### config.mk
export PLATFORM = sky130hd
export DESIGN_NAME = source_code_tokenizer
export DESIGN_NICKNAME = d
export VERILOG_FILES = /design/src/hdl/sct_pkg.sv /design/src/hdl/sct_front.sv /design/src/hdl/sct_queue.sv /design/src/hdl/source_code_tokenizer.sv
export VERILOG_INCLUDE_DIRS = /design/src /design/src/hdl
export SDC_FILE = /design/constraint.sdc
export NUM_CORES = 2
export LEC_CHECK = 0
export ABC_AREA = 1
export BUFFER_PORTS_ARGS = -buffer_cell sky130_fd_sc_hd__buf_4
export CORE_MARGIN = 5
export CORE_UTILIZATION = 46
export CTS_BUF_LIST = sky130_fd_sc_hd__clkbuf_8 sky130_fd_sc_hd__clkbuf_16
export DETAILED_ROUTE_END_ITERATION = 8
export PLACE_DENSITY = 0.65
export SLEW_MARGIN = 10
export SYNTH_ARGS = -nofsm -noshare
export SYNTH_HDL_FRONTEND = slang
export SYNTH_SLANG_ARGS = --single-unit
### constraint.sdc
create_clock -name clk -period 15 [get_ports clk]
set_input_delay 2.25 -clock clk [delete_from_list [all_inputs] [get_ports clk]]
set_output_delay 2.25 -clock clk [all_outputs]
set_load 0.03 [all_outputs]
### src/hdl/source_code_tokenizer_assert.svh
// Assertion macros used by the tokenizer result queue.
// Each macro expects signals named clk and rst_n in the including scope.
`ifndef SOURCE_CODE_TOKENIZER_ASSERT_SVH
`define SOURCE_CODE_TOKENIZER_ASSERT_SVH

// Same-cycle implication.
`define SCT_ASSERT_IMPLIES(label, ante, cons, msg) \
    label: assert property (@(posedge clk) disable iff (!rst_n) (ante) |-> (cons)) \
        else $error(msg);

// Next-cycle implication.
`define SCT_ASSERT_NEXT(label, ante, cons, msg) \
    label: assert property (@(posedge clk) disable iff (!rst_n) (ante) |=> (cons)) \
        else $error(msg);

`endif

### src/hdl/sct_pkg.sv
// ----------------------------------------------------------------------------
// sct_pkg
// Types, token codes and character tables shared by the tokenizer modules.
// ----------------------------------------------------------------------------
`default_nettype none

package sct_pkg;

    localparam int KIND_W = 6;
    localparam int LINE_W = 32;
    localparam int COL_W  = 16;
    localparam int LEN_W  = 16;
    localparam int ERR_W  = 3;

    localparam logic [KIND_W-1:0] TK_EOF = 6'd0, TK_BOOL = 6'd1, TK_INT = 6'd2,
        TK_FLOAT = 6'd3, TK_STRING = 6'd4, TK_IDENT = 6'd5, TK_FUNC = 6'd6,
        TK_STRUCT = 6'd7, TK_IF = 6'd8, TK_ELIF = 6'd9, TK_ELSE = 6'd10,
        TK_WHILE = 6'd11, TK_FOR = 6'd12, TK_DO = 6'd13, TK_RETURN = 6'd14,
        TK_BREAK = 6'd15, TK_CONTINUE = 6'd16, TK_GOTO = 6'd17;
    localparam logic [KIND_W-1:0] TK_COLON = 6'd18, TK_SEMI = 6'd19, TK_COMMA = 6'd20,
        TK_LPAREN = 6'd21, TK_RPAREN = 6'd22, TK_LBRACE = 6'd23, TK_RBRACE = 6'd24,
        TK_LBRACK = 6'd25, TK_RBRACK = 6'd26, TK_ADD = 6'd27, TK_SUB = 6'd28,
        TK_MUL = 6'd29, TK_DIV = 6'd30, TK_MOD = 6'd31, TK_AND = 6'd32,
        TK_OR = 6'd33, TK_XOR = 6'd34, TK_LAND = 6'd35, TK_LOR = 6'd36,
        TK_LT = 6'd37, TK_LE = 6'd38, TK_GT = 6'd39, TK_GE = 6'd40, TK_EQ = 6'd41,
        TK_NE = 6'd42, TK_DOT = 6'd43, TK_QUEST = 6'd44, TK_TILDE = 6'd45,
        TK_NOT = 6'd46, TK_INC = 6'd47, TK_DEC = 6'd48, TK_ASSIGN = 6'd49,
        TK_ADD_EQ = 6'd50, TK_SUB_EQ = 6'd51, TK_MUL_EQ = 6'd52, TK_DIV_EQ = 6'd53,
        TK_MOD_EQ = 6'd54;

    localparam logic [ERR_W-1:0] ERR_NONE = 3'd0, ERR_EOF_COMMENT = 3'd1,
        ERR_STRAY_CLOSE = 3'd2, ERR_EOF_STRING = 3'd3, ERR_UNKNOWN = 3'd4;

    typedef struct packed {
        logic [KIND_W-1:0] kind;
        logic [LINE_W-1:0] line;
        logic [COL_W-1:0]  column;
        logic [LEN_W-1:0]  length;
        logic [ERR_W-1:0]  err;
        logic              last;
    } res_t;

    // Results produced by one accepted byte.
    typedef struct packed {
        logic [1:0] count;
        res_t       r0;
        res_t       r1;
    } push_t;

    function automatic logic is_alpha(input logic [7:0] b);
        return (b >= "a" && b <= "z") || (b >= "A" && b <= "Z") || b == "_";
    endfunction

    function automatic logic is_digit(input logic [7:0] b);
        return b >= "0" && b <= "9";
    endfunction

    function automatic logic [KIND_W-1:0] single_kind(input logic [7:0] b);
        logic [KIND_W-1:0] k;
        case (b)
            ":": k = TK_COLON;   ";": k = TK_SEMI;    ",": k = TK_COMMA;
            "(": k = TK_LPAREN;  ")": k = TK_RPAREN;  "{": k = TK_LBRACE;
            "}": k = TK_RBRACE;  "[": k = TK_LBRACK;  "]": k = TK_RBRACK;
            "+": k = TK_ADD;     "-": k = TK_SUB;     "*": k = TK_MUL;
            "/": k = TK_DIV;     "%": k = TK_MOD;     "&": k = TK_AND;
            "|": k = TK_OR;      "^": k = TK_XOR;     "<": k = TK_LT;
            ">": k = TK_GT;      ".": k = TK_DOT;     "?": k = TK_QUEST;
            "~": k = TK_TILDE;   "!": k = TK_NOT;     "=": k = TK_ASSIGN;
            default: k = TK_EOF;
        endcase
        return k;
    endfunction

    function automatic logic [KIND_W-1:0] pair_kind(input logic [7:0] p, input logic [7:0] b);
        logic [KIND_W-1:0] k;
        k = TK_EOF;
        if (b == "=") begin
            case (p)
                "+": k = TK_ADD_EQ; "-": k = TK_SUB_EQ; "*": k = TK_MUL_EQ;
                "/": k = TK_DIV_EQ; "%": k = TK_MOD_EQ; "<": k = TK_LE;
                ">": k = TK_GE;     "!": k = TK_NE;     "=": k = TK_EQ;
                default: k = TK_EOF;
            endcase
        end else if (p == "+" && b == "+") k = TK_INC;
        else if (p == "-" && b == "-") k = TK_DEC;
        else if (p == "&" && b == "&") k = TK_LAND;
        else if (p == "|" && b == "|") k = TK_LOR;
        return k;
    endfunction

    // Text is right-aligned in the word: the first character sits highest.
    function automatic logic kw_eq(input logic [7:0][7:0] p, input logic [3:0] len,
                                   input logic [63:0] txt, input logic [3:0] tl);
        logic same;
        same = (len == tl);
        for (int j = 0; j < 8; j++) begin
            if (j < int'(tl) && p[j] != txt[8*(int'(tl)-1-j) +: 8]) same = 1'b0;
        end
        return same;
    endfunction

    function automatic logic [KIND_W-1:0] kw_kind(input logic [7:0][7:0] p,
                                                  input logic [3:0] len);
        logic [KIND_W-1:0] k;
        k = TK_IDENT;
        if (kw_eq(p, len, 64'("do"), 4'd2))       k = TK_DO;
        if (kw_eq(p, len, 64'("for"), 4'd3))      k = TK_FOR;
        if (kw_eq(p, len, 64'("else"), 4'd4))     k = TK_ELSE;
        if (kw_eq(p, len, 64'("false"), 4'd5))    k = TK_BOOL;
        if (kw_eq(p, len, 64'("struct"), 4'd6))   k = TK_STRUCT;
        if (kw_eq(p, len, 64'("if"), 4'd2))       k = TK_IF;
        if (kw_eq(p, len, 64'("elif"), 4'd4))     k = TK_ELIF;
        if (kw_eq(p, len, 64'("while"), 4'd5))    k = TK_WHILE;
        if (kw_eq(p, len, 64'("return"), 4'd6))   k = TK_RETURN;
        if (kw_eq(p, len, 64'("true"), 4'd4))     k = TK_BOOL;
        if (kw_eq(p, len, 64'("break"), 4'd5))    k = TK_BREAK;
        if (kw_eq(p, len, 64'("func"), 4'd4))     k = TK_FUNC;
        if (kw_eq(p, len, 64'("continue"), 4'd8)) k = TK_CONTINUE;
        if (kw_eq(p, len, 64'("goto"), 4'd4))     k = TK_GOTO;
        return k;
    endfunction

endpackage

`default_nettype wire

### src/hdl/sct_front.sv
// ----------------------------------------------------------------------------
// sct_front
// Scanner: takes one source byte per transfer and produces up to two results.
// ----------------------------------------------------------------------------
`default_nettype none

module sct_front #(
    parameter int KEYWORD_MAX_BYTES = 8,
    parameter int LINE_BITS         = 32,
    parameter int COLUMN_BITS       = 16,
    parameter int DEPTH_BITS        = 8
) (
    input  wire logic          clk,
    input  wire logic          rst_n,
    input  wire logic          accept,
    input  wire logic [7:0]    source_byte,
    output sct_pkg::push_t     push
);
    import sct_pkg::*;

    localparam int IDXW = $clog2(KEYWORD_MAX_BYTES);
    localparam logic [LINE_BITS-1:0]   LINE_MAX  = '1;
    localparam logic [COLUMN_BITS-1:0] COL_MAX   = '1;
    localparam logic [DEPTH_BITS-1:0]  DEPTH_MAX = '1;
    localparam logic [LEN_W-1:0]       LEN_MAX   = '1;

    typedef enum logic [3:0] {
        M_IDLE, M_OP, M_IDENT, M_INT, M_FLT, M_STR, M_STR_ESC, M_LINE_C,
        M_BLOCK, M_BLOCK_SLASH, M_BLOCK_STAR, M_DRAIN
    } mode_t;

    typedef enum logic [1:0] {NL_NONE, NL_LF, NL_CR} nl_t;

    typedef struct packed {
        mode_t                  mode;
        logic [7:0]             pend;
        logic [LINE_BITS-1:0]   line;
        logic [COLUMN_BITS-1:0] col;
        logic [LINE_BITS-1:0]   sline;
        logic [COLUMN_BITS-1:0] scol;
        logic [LEN_W-1:0]       len;
        logic [DEPTH_BITS-1:0]  depth;
        nl_t                    nl;
        logic                   adv;
    } scan_t;

    typedef struct packed {
        scan_t                  s;
        logic                   emit;
        logic [KIND_W-1:0]      kind;
        logic [LINE_BITS-1:0]   line;
        logic [COLUMN_BITS-1:0] col;
        logic [LEN_W-1:0]       len;
        logic [ERR_W-1:0]       err;
        logic                   again;
        logic                   pwe;
        logic [IDXW-1:0]        pidx;
        logic [7:0]             pdata;
    } step_t;

    function automatic scan_t fresh();
        scan_t s;
        s = '0;
        s.mode  = M_IDLE;
        s.line  = LINE_BITS'(1);
        s.sline = LINE_BITS'(1);
        s.nl    = NL_NONE;
        return s;
    endfunction

    function automatic scan_t newline(input scan_t si, input logic [7:0] b);
        scan_t s;
        s = si;
        if (s.line < LINE_MAX) s.line = s.line + 1'b1;
        s.col = '0;
        s.nl  = (b == "\n") ? NL_LF : NL_CR;
        s.adv = 1'b0;
        return s;
    endfunction

    function automatic logic [LEN_W-1:0] len_inc(input logic [LEN_W-1:0] l);
        return (l < LEN_MAX) ? l + 1'b1 : l;
    endfunction

    function automatic step_t put(input step_t oi, input logic [KIND_W-1:0] k,
                                  input logic [LINE_BITS-1:0] ln,
                                  input logic [COLUMN_BITS-1:0] c,
                                  input logic [LEN_W-1:0] l, input logic [ERR_W-1:0] e);
        step_t o;
        o = oi;
        o.emit = 1'b1;
        o.kind = k;
        o.line = ln;
        o.col  = c;
        o.len  = l;
        o.err  = e;
        return o;
    endfunction

    function automatic step_t dispatch(input scan_t si, input logic [7:0] b,
                                       input logic [7:0][7:0] kwp);
        step_t o;
        logic [KIND_W-1:0] k;
        logic nlb;
        o = '0;
        o.s = si;
        nlb = (b == "\n") || (b == "\r");
        k = pair_kind(si.pend, b);
        case (si.mode)
            M_OP: begin
                o.s.mode = M_IDLE;
                if (si.pend == "*" && b == "/") begin
                    o = put(o, TK_EOF, si.sline, si.scol, LEN_W'(2), ERR_STRAY_CLOSE);
                    o.s.mode = M_DRAIN;
                end else if (si.pend == "/" && b == "/") begin
                    o.s.mode = M_LINE_C;
                end else if (si.pend == "/" && b == "*") begin
                    o.s.mode  = M_BLOCK;
                    o.s.depth = DEPTH_BITS'(1);
                end else if (k != TK_EOF) begin
                    o = put(o, k, si.sline, si.scol, LEN_W'(2), ERR_NONE);
                end else begin
                    o = put(o, single_kind(si.pend), si.sline, si.scol, LEN_W'(1), ERR_NONE);
                    o.again = 1'b1;
                end
            end
            M_IDENT: begin
                if (is_alpha(b) || is_digit(b)) begin
                    if (si.len < LEN_W'(KEYWORD_MAX_BYTES)) begin
                        o.pwe   = 1'b1;
                        o.pidx  = si.len[IDXW-1:0];
                        o.pdata = b;
                    end
                    o.s.len = len_inc(si.len);
                end else begin
                    // Keywords are at most eight bytes long.
                    o = put(o, (si.len <= LEN_W'(8)) ? kw_kind(kwp, si.len[3:0]) : TK_IDENT,
                            si.sline, si.scol, si.len, ERR_NONE);
                    o.s.mode = M_IDLE;
                    o.again = 1'b1;
                end
            end
            M_INT: begin
                if (is_digit(b)) begin
                    o.s.len = len_inc(si.len);
                end else if (b == ".") begin
                    o.s.len  = len_inc(si.len);
                    o.s.mode = M_FLT;
                end else begin
                    o = put(o, TK_INT, si.sline, si.scol, si.len, ERR_NONE);
                    o.s.mode = M_IDLE;
                    o.again = 1'b1;
                end
            end
            M_FLT: begin
                if (is_digit(b)) begin
                    o.s.len = len_inc(si.len);
                end else begin
                    o = put(o, TK_FLOAT, si.sline, si.scol, si.len, ERR_NONE);
                    o.s.mode = M_IDLE;
                    o.again = 1'b1;
                end
            end
            M_STR: begin
                if (b == 8'd0) begin
                    o = put(o, TK_EOF, si.line, si.col, LEN_W'(1), ERR_EOF_STRING);
                    o.s = fresh();
                end else begin
                    o.s.len = len_inc(si.len);
                    if (nlb) o.s = newline(o.s, b);
                    else if (b == "\\") o.s.mode = M_STR_ESC;
                    else if (b == "\"") begin
                        o = put(o, TK_STRING, si.sline, si.scol, o.s.len, ERR_NONE);
                        o.s.mode = M_IDLE;
                    end
                end
            end
            M_STR_ESC: begin
                o.s.mode = M_STR;
                if (b == "\"" || b == "\\") o.s.len = len_inc(si.len);
                else o.again = 1'b1;
            end
            M_LINE_C: begin
                if (b == 8'd0 || nlb) begin
                    o.s.mode = M_IDLE;
                    o.again = 1'b1;
                end
            end
            M_BLOCK: begin
                if (b == 8'd0) begin
                    o = put(o, TK_EOF, si.line, si.col, LEN_W'(1), ERR_EOF_COMMENT);
                    o.s = fresh();
                end else if (b == "/") o.s.mode = M_BLOCK_SLASH;
                else if (b == "*") o.s.mode = M_BLOCK_STAR;
                else if (nlb) o.s = newline(si, b);
            end
            M_BLOCK_SLASH: begin
                o.s.mode = M_BLOCK;
                if (b == "*") begin
                    if (si.depth < DEPTH_MAX) o.s.depth = si.depth + 1'b1;
                end else o.again = 1'b1;
            end
            M_BLOCK_STAR: begin
                o.s.mode = M_BLOCK;
                if (b == "/") begin
                    if (si.depth != '0) o.s.depth = si.depth - 1'b1;
                    if (o.s.depth == '0) o.s.mode = M_IDLE;
                end else o.again = 1'b1;
            end
            M_IDLE: begin
                if (nlb) o.s = newline(si, b);
                else if (b == " " || b == "\t") o.s = si;
                else if (b == 8'd0) begin
                    o = put(o, TK_EOF, si.line, si.col, LEN_W'(1), ERR_NONE);
                    o.s = fresh();
                end else if (b == "/" || b == "*" || b == "+" || b == "-" || b == "%" ||
                             b == "&" || b == "|" || b == "<" || b == ">" || b == "!" ||
                             b == "=") begin
                    o.s.sline = si.line;
                    o.s.scol  = si.col;
                    o.s.len   = LEN_W'(1);
                    o.s.mode  = M_OP;
                    o.s.pend  = b;
                end else if (single_kind(b) != TK_EOF) begin
                    o = put(o, single_kind(b), si.line, si.col, LEN_W'(1), ERR_NONE);
                end else if (is_alpha(b) || is_digit(b) || b == "\"") begin
                    o.s.sline = si.line;
                    o.s.scol  = si.col;
                    o.s.len   = LEN_W'(1);
                    if (is_alpha(b)) begin
                        o.s.mode = M_IDENT;
                        o.pwe    = 1'b1;
                        o.pidx   = '0;
                        o.pdata  = b;
                    end else if (is_digit(b)) o.s.mode = M_INT;
                    else o.s.mode = M_STR;
                end else begin
                    o = put(o, TK_EOF, si.line, si.col, LEN_W'(1), ERR_UNKNOWN);
                    o.s.mode = M_DRAIN;
                end
            end
            default: o.s.mode = M_DRAIN;
        endcase
        return o;
    endfunction

    scan_t scan_reg, scan_next;
    logic [7:0] prefix_reg [KEYWORD_MAX_BYTES];
    logic [7:0][7:0] kwp;
    step_t d1, d2;
    scan_t s0, sf;
    logic skip, partner, pwe;
    logic [IDXW-1:0] pidx;
    logic [7:0] pdata;
    res_t ra, rb;

    always_comb
    begin
        for (int i = 0; i < 8; i++) kwp[i] = prefix_reg[i];
    end

    always_comb
    begin
        s0 = scan_reg;
        s0.adv = 1'b1;
        skip = 1'b0;
        partner = ((source_byte == "\n") && scan_reg.nl == NL_CR) ||
                  ((source_byte == "\r") && scan_reg.nl == NL_LF);
        if (scan_reg.mode == M_DRAIN) begin
            skip = 1'b1;
            if (source_byte == 8'd0) s0 = fresh();
        end else if (scan_reg.nl != NL_NONE) begin
            s0.nl = NL_NONE;
            // The second half of a CR/LF pair is swallowed.
            if (partner) begin
                skip = 1'b1;
                if (scan_reg.mode == M_STR) s0.len = len_inc(scan_reg.len);
            end
        end
        d1 = dispatch(s0, source_byte, kwp);
        d2 = dispatch(d1.s, source_byte, kwp);
        if (skip) sf = s0;
        else if (d1.again) sf = d2.s;
        else sf = d1.s;
        if (!skip && sf.adv && sf.col < COL_MAX) sf.col = sf.col + 1'b1;
        scan_next = sf;

        pwe   = !skip && (d1.pwe || (d1.again && d2.pwe));
        pidx  = (d1.again && d2.pwe) ? d2.pidx : d1.pidx;
        pdata = (d1.again && d2.pwe) ? d2.pdata : d1.pdata;

        ra = '{d1.kind, LINE_W'(d1.line), COL_W'(d1.col), d1.len, d1.err, 1'b0};
        rb = '{d2.kind, LINE_W'(d2.line), COL_W'(d2.col), d2.len, d2.err, 1'b1};
        push = '0;
        if (accept && !skip) begin
            if (d1.emit && d1.again && d2.emit) begin
                push.count = 2'd2;
                push.r0 = ra;
                push.r1 = rb;
            end else if (d1.emit) begin
                push.count = 2'd1;
                push.r0 = ra;
                push.r0.last = 1'b1;
            end else if (d1.again && d2.emit) begin
                push.count = 2'd1;
                push.r0 = rb;
            end
        end
    end

    always_ff @(posedge clk or negedge rst_n)
    begin
        if (!rst_n) scan_reg <= fresh();
        else if (accept) scan_reg <= scan_next;
    end

    always_ff @(posedge clk)
    begin
        if (accept && pwe) prefix_reg[pidx] <= pdata;
    end

endmodule

`default_nettype wire

### src/hdl/sct_queue.sv
// ----------------------------------------------------------------------------
// sct_queue
// Result queue: takes up to two results per cycle and hands out one per transfer.
// ----------------------------------------------------------------------------
`default_nettype none

module sct_queue (
    input  wire logic           clk,
    input  wire logic           rst_n,
    input  wire sct_pkg::push_t push,
    output logic                room,
    output logic                out_valid,
    input  wire logic           out_stall,
    output sct_pkg::res_t       head
);
    import sct_pkg::*;
    `include "source_code_tokenizer_assert.svh"

    localparam int FIFO_DEPTH = 4;

    res_t entry_reg [FIFO_DEPTH];
    logic [1:0] wr_ptr_reg, rd_ptr_reg;
    logic [2:0] count_reg;
    logic pop;

    // Always keep space for the two results a single byte can cause.
    assign room      = count_reg <= 3'(FIFO_DEPTH - 2);
    assign out_valid = count_reg != 3'd0;
    assign head      = entry_reg[rd_ptr_reg];
    assign pop       = out_valid && !out_stall;

    always_ff @(posedge clk or negedge rst_n)
    begin
        if (!rst_n) begin
            wr_ptr_reg <= '0;
            rd_ptr_reg <= '0;
            count_reg  <= '0;
        end else begin
            wr_ptr_reg <= wr_ptr_reg + push.count;
            rd_ptr_reg <= rd_ptr_reg + 2'(pop);
            count_reg  <= count_reg + 3'(push.count) - 3'(pop);
        end
    end

    always_ff @(posedge clk)
    begin
        if (push.count != 2'd0) entry_reg[wr_ptr_reg] <= push.r0;
        if (push.count == 2'd2) entry_reg[wr_ptr_reg + 2'd1] <= push.r1;
    end

    `SCT_ASSERT_IMPLIES(a_count_bound, 1'b1, count_reg <= 3'(FIFO_DEPTH), "queue overfilled")
    `SCT_ASSERT_IMPLIES(a_push_room, push.count != 2'd0, room, "push without room")
    `SCT_ASSERT_NEXT(a_pair_count, push.count == 2'd2 && !pop,
                     count_reg == $past(count_reg) + 3'd2, "pair push miscounted")

endmodule

`default_nettype wire

### src/hdl/source_code_tokenizer.sv
// ----------------------------------------------------------------------------
// source_code_tokenizer
// Streaming tokenizer: one source byte in per transfer, tokens out.
// ----------------------------------------------------------------------------
// The block takes one source byte per clock while the queue has room for two
// results and emits tokens with their start line, column and length; a byte
// that ends a lookahead token can produce two results, which a four-entry
// result queue absorbs while the output side drains one result per clock
// unless out_stall holds it. The scanner state is updated once per accepted
// byte, and each result is registered in the queue before it is output.
`default_nettype none

module source_code_tokenizer #(
    parameter int KEYWORD_MAX_BYTES = 8,
    parameter int LINE_BITS         = 32,
    parameter int COLUMN_BITS       = 16,
    parameter int DEPTH_BITS        = 8
) (
    input  wire logic        clk,
    input  wire logic        rst_n,
    input  wire logic        in_valid,
    output logic             in_stall,
    input  wire logic [7:0]  source_byte,
    output logic             out_valid,
    input  wire logic        out_stall,
    output logic [5:0]       token_kind,
    output logic [31:0]      start_line,
    output logic [15:0]      start_column,
    output logic [15:0]      token_length,
    output logic [2:0]       error_code,
    output logic             last_of_run
);
    import sct_pkg::*;

    push_t push;
    res_t  head;
    logic  room;

    assign in_stall = !room;

    sct_front #(
        .KEYWORD_MAX_BYTES(KEYWORD_MAX_BYTES),
        .LINE_BITS(LINE_BITS),
        .COLUMN_BITS(COLUMN_BITS),
        .DEPTH_BITS(DEPTH_BITS)
    ) u_front (
        .clk(clk),
        .rst_n(rst_n),
        .accept(in_valid && room),
        .source_byte(source_byte),
        .push(push)
    );

    sct_queue u_queue (
        .clk(clk),
        .rst_n(rst_n),
        .push(push),
        .room(room),
        .out_valid(out_valid),
        .out_stall(out_stall),
        .head(head)
    );

    assign token_kind   = head.kind;
    assign start_line   = head.line;
    assign start_column = head.column;
    assign token_length = head.length;
    assign error_code   = head.err;
    assign last_of_run  = head.last;

endmodule

`default_nettype wire
---- After elaboration in Yosys (flattened, before gate mapping) ----
Memory sizes are Yosys's and may differ from the RTL's.
Index checks and enable logic that the tools add are counted.
storage, ports and cells
  output and inout bits ................... 76
  bits in registers ....................... 141
  memory bits (writable) .................. 360
  memories kept ........................... 2
  ROM bits ................................ 0
  latch bits .............................. 0
memory list
  name                words  bits a word  read ports  clocked after Yosys merged registers in  write ports  RTL line          text
  u_queue.entry_reg   4      74           1           0                                        2            sct_queue.sv:21   res_t entry_reg [FIFO_DEPTH];
  u_front.prefix_reg  8      8            8           0                                        1            sct_front.sv:248  logic [7:0] prefix_reg [KEYWORD_MAX_BYTES];
cells by class
  equality and inequality tests ........... 162
  divide/modulo/power cells ............... 0
  mux-type cells .......................... 395
  add/subtract/negate cells ............... 15
  multiply operators ...................... 0
  reduce and logical (&&, ||, !) cells .... 67
  shift operators ......................... 0
  bitwise logic cells ..................... 0
  magnitude comparators ................... 19
operator list
  kind                  count
  $mux W222             10
  $mux W135             11
  $pmux W104 S7         2
  $mux W87              16
  $pmux W77 S7          2
  $mux W108             7
  $mux W123             6
  $mux W218             2
  $pmux W6 S24          3
  $eq A8 B6 Y1 const B  53
  $mux W98              4
  $mux W75              5
  $ne A8 B7 Y1 const B  46
  $mux W16              18
  $mux W64              4
  $pmux W16 S8          2
  $eq A8 B7 Y1 const B  24
  $mux W1               190
  $mux W86              2
  $mux W4               42
  $pmux W12 S7          2
  $mux W76              2
  $mux W150             1
  $pmux W8 S9           2
  other kinds (47)      202

---- Longest topological paths before layout ----
  depth in word-level cells ............... 53
  gate-level depth with buffers ........... 39

---- By module ----
A second synthesis with hierarchy kept.
second synthesis, totals
  cells, all modules ...................... 6085
  area, all modules ....................... 40619.0 um^2
modules (own cells, without submodules)
  module                 area each (um^2)  seq. area each (um^2)  times used  cells an instance
  sct_front              25629.6           5277.6                 1           4500
  sct_queue              14978.1           9063.7                 1           1582
  source_code_tokenizer  11.3              0.0                    1           3

---- Worst setup path before layout ----
Ideal clock, no wire load.
  kind .................................... input -> register
  start point ............................. in source_byte[6]
  end point ............................... mem u_queue.entry_reg[3][0] (netlist bit), enable pin
  path slack .............................. 3757 ps
  stages .................................. 27
  data arrival time ....................... 10627 ps
  buffers on the path ..................... 1
  setup time .............................. 616 ps
  data required time ...................... 14384 ps
  cell sequence ........................... nor2_1 > nand2_2 > nor2_4 > nand2_4 > inv_2 > buf_6 > nor2_2 > inv_2 > ha_1 > nand2_1 > nor2_1 > nand2_4 > xor2_1 > nand2_1 > nor2_1 > nand3_1 > nand2_1 > nand2_2 > nor3_2 > o21ai_2 > nand2_1 > nor3_2 > nor2_4 > inv_2 > a21oi_1 > inv_1 > o31ai_1
RTL lines
  item                RTL line                     text
  start: declaration  source_code_tokenizer.sv:23  input wire logic [7:0] source_byte,
  end: declaration    sct_queue.sv:21

==> flow_metrics.tcl <==
set metrics [dict create \
    synth_xor_area_frac 0.0101 \
    htreeDepth 2 \
    power_density_nw_per_um2 211 \
    die_h_um 301 \
    worst_path_largest_cell_delay_ns 0.61 \
    start_util 0.464 \
    finalSetupViolCount 0 \
    crit_path_end_kind "flip-flop" \
    clockBufferDepth 3 \
    required_ns 15.26 \
    clkSlewWorstSetupHoldPaths_ns 0.06 \
    fillers 8529 \
    wl_um 159000 \
    synth-simple-area-share 0.313 \
    synth_edf_count 360 \
    synth-seq-cells 501 \
    drc 0 \
    synth_mux_area_frac 0 \
    crit_fanout 101 \
    final_max_slew_viol_count 0 \
    rsz0062_at_grt "false" \
    drtIter0Drc 5962 \
    dr_total_vias 42300 \
    track_usage 0.336 \
    syn_area_um2 38900 \
    cts.sinks 501 \
    arrival_ns 10.49 \
    drive_above_1_share 0.0676 \
    finClkSkew_ns 0.0320 \
    worst_ir_drop_vdd_mv 0.164 \
    cts_buffers 60 \
    hold_class "flip-flop to flip-flop" \
    synth_adder_area_share 0.00534 \
    boundaryPins 88 \
    p_leak_nw 17.5 \
    clk-insertion-delay-late_ns 0.66 \
    wl_per_cell_um 23.2 \
    viasPerCell 6.16 \
    period_needed_ns 10.23 \
    pre_cts_ws_ns 4.41 \
    hold_viol 0 \
    critPathSlowestCell "buf_4" \
    drtPass1Iterations 8 \
    core_area_um2 83800 \
    grt_antenna_before_repair 3 \
    critPathKind "input port to flip-flop" \
    fin_ws_ns 4.77 \
    first_global_vias 38300 \
    die_w_um 301 \
    synth_commonest_cells "1,476 x nand2_1, 630 x nor2_1, 630 x o21ai_0, 609 x inv_1, 360 x edfxtp_1" \
    cts_hold_buf 0 \
    maxSlewHeadroom 0.196 \
    ant_nets 0 \
    yosysTopAreaCell "edfxtp_1" \
    status "finished, final reports clean" \
    tns_ns 0 \
    path_delay_family "simple AND/OR/NAND/NOR gates" \
    synth_top_family_by_area "simple AND/OR/NAND/NOR gates" \
    globalplace.congestion 1.02 \
    row_count 106 \
    synthDistinctLibCells 69 \
    largest_reg_flops 296 \
    period_share 0.682 \
    synthTopCellsByArea "edfxtp_1 28%, nand2_1 14%, dfrtp_1 8.9%" \
    dieArea_um2 90500 \
    grt_overflow 0 \
    tightest_slew_ns 1.21 \
    seq_area_um2 14300 \
    synth-main-ff-cell "edfxtp_1" \
    hpwlAfterDp_um 110000 \
    syn_to_final_growth_pct 8.58 \
    synth-compound-area-share 0.202 \
    yosysWarningCount 0 \
    grt_pass1_wl_um 238000 \
    yosysTopAreaCellShare 0.278 \
    io_buffers 87 \
    grt_max_degree 155 \
    final_nets 5700 \
    r2r_slack_ns 6.35 \
    cts_setup_buffers 0 \
    crit_path_start_kind "input port" \
    ys_seq_area_frac 0.368 \
    async_flop_share 0.281 \
    cts_tree "built" \
    fmax_mhz 97.8 \
    synth.most_common_cell "nand2_1" \
    timing.max_cap.violations 0 \
    multi_input_area_um2 20800 \
    netlist_instances 5776 \
    cts_resized 0 \
    critPathBufInv 9 \
    syn_avg_cell_area_um2 6.74 \
    cts-root-buf "clkbuf_16" \
    finish.utilization 0.504 \
]
layout by cell type, fill, tap and decap left out, types with 13 or more instances in the layout:
master,Yosys,layout
nand2_1,1476,1471
o21ai_0,630,629
nor2_1,630,622
inv_1,609,617
edfxtp_1,360,360
nand3_1,356,356
a21oi_1,205,202
o22ai_1,162,162
buf_4,7,150
nand4_1,149,149
dfrtp_1,139,137
nor3_1,119,116
o21ai_1,89,90
o211ai_1,62,62
clkbuf_16,0,60
a31oi_1,50,50
inv_2,40,41
xor2_1,36,36
nor4_1,35,35
o31ai_1,34,33
o221ai_1,29,29
a22oi_1,19,19
nand2_2,15,17
nor2_2,14,17
ha_1,15,15
nor2_4,9,14
nand3b_1,14,14
o2111ai_1,14,14
o311ai_0,15,14
clkinv_1,6,13
a211oi_1,13,13
path summary, 6_finish.rpt:
check	start	to	depth (start not counted)
max	source_byte[6]	u_queue.entry_reg[1][27]	29
min	u_front.scan_reg[43]	u_front.scan_reg[43]	2
max reg2reg	u_front.scan_reg[133]	u_queue.entry_reg[0][30]	26
min reg2reg	u_front.scan_reg[43]	u_front.scan_reg[43]	2
max in group asynchronous	rst_n	u_front.scan_reg[28]	3
min in group asynchronous	rst_n	u_queue.rd_ptr_reg[0]	1
worst min-delay path, cell delays in order (launching register included):
cell	delay [ns]
dfstp_2	0.37
nand2_1	0.06
nand2_1	0.05
power by group:
part / internal (mW) / total (mW) / switching (mW) / leakage, nW
clock: 0.873 / 1.51 / 0.642 / 1.04
sequential: 1.73 / 1.93 / 0.197 / 5.28
combinational: 1.34 / 5.48 / 4.14 / 11.1
kinds of logic (layout without fill, tap and decap cells):
family,Yosys count,in the layout
xor+xnor,45,45
other cells,1,9
buf+inv,981,920
fa+ha+maj,16,16
flops,501,501
simple gates,2858,2858
compound gates,1374,1374
metrics by stage:
stage / total power, mW / hold slack [ns] / area (µm²) / instances
after floorplan: 5.36 / 0.456 / 39000 / 5783
after global placement: 7.19 / 0.468 / 40200 / 6744
after detailed placement: 7.22 / 0.469 / 40200 / 6744
after CTS: 8.75 / 0.479 / 42300 / 6856
after global routing: 9.36 / 0.519 / 42300 / 6856
final: 8.92 / 0.489 / 42300 / 6857
cell type report:
cell class / count / share of cell area
multi-input combinational: 4301 / 0.493
sequential: 501 / 0.339
inverter: 655 / 0.0583
clock buffer: 64 / 0.0368
tap: 1134 / 0.0336
timing repair buffer: 153 / 0.0279
clock inverter: 48 / 0.0113
antenna: 1 / 0.0000592
layer usage:
metal | share of wire | wire length, µm | GRT usage
met1 | 0.41 | 65600 | 0.475
met2 | 0.42 | 66600 | 0.501
met3 | 0.12 | 19400 | 0.0801
met4 | 0.046 | 7390 | 0.129
met5 | 0.00015 | 24 | 0
(Power assumes the default switching activity.)
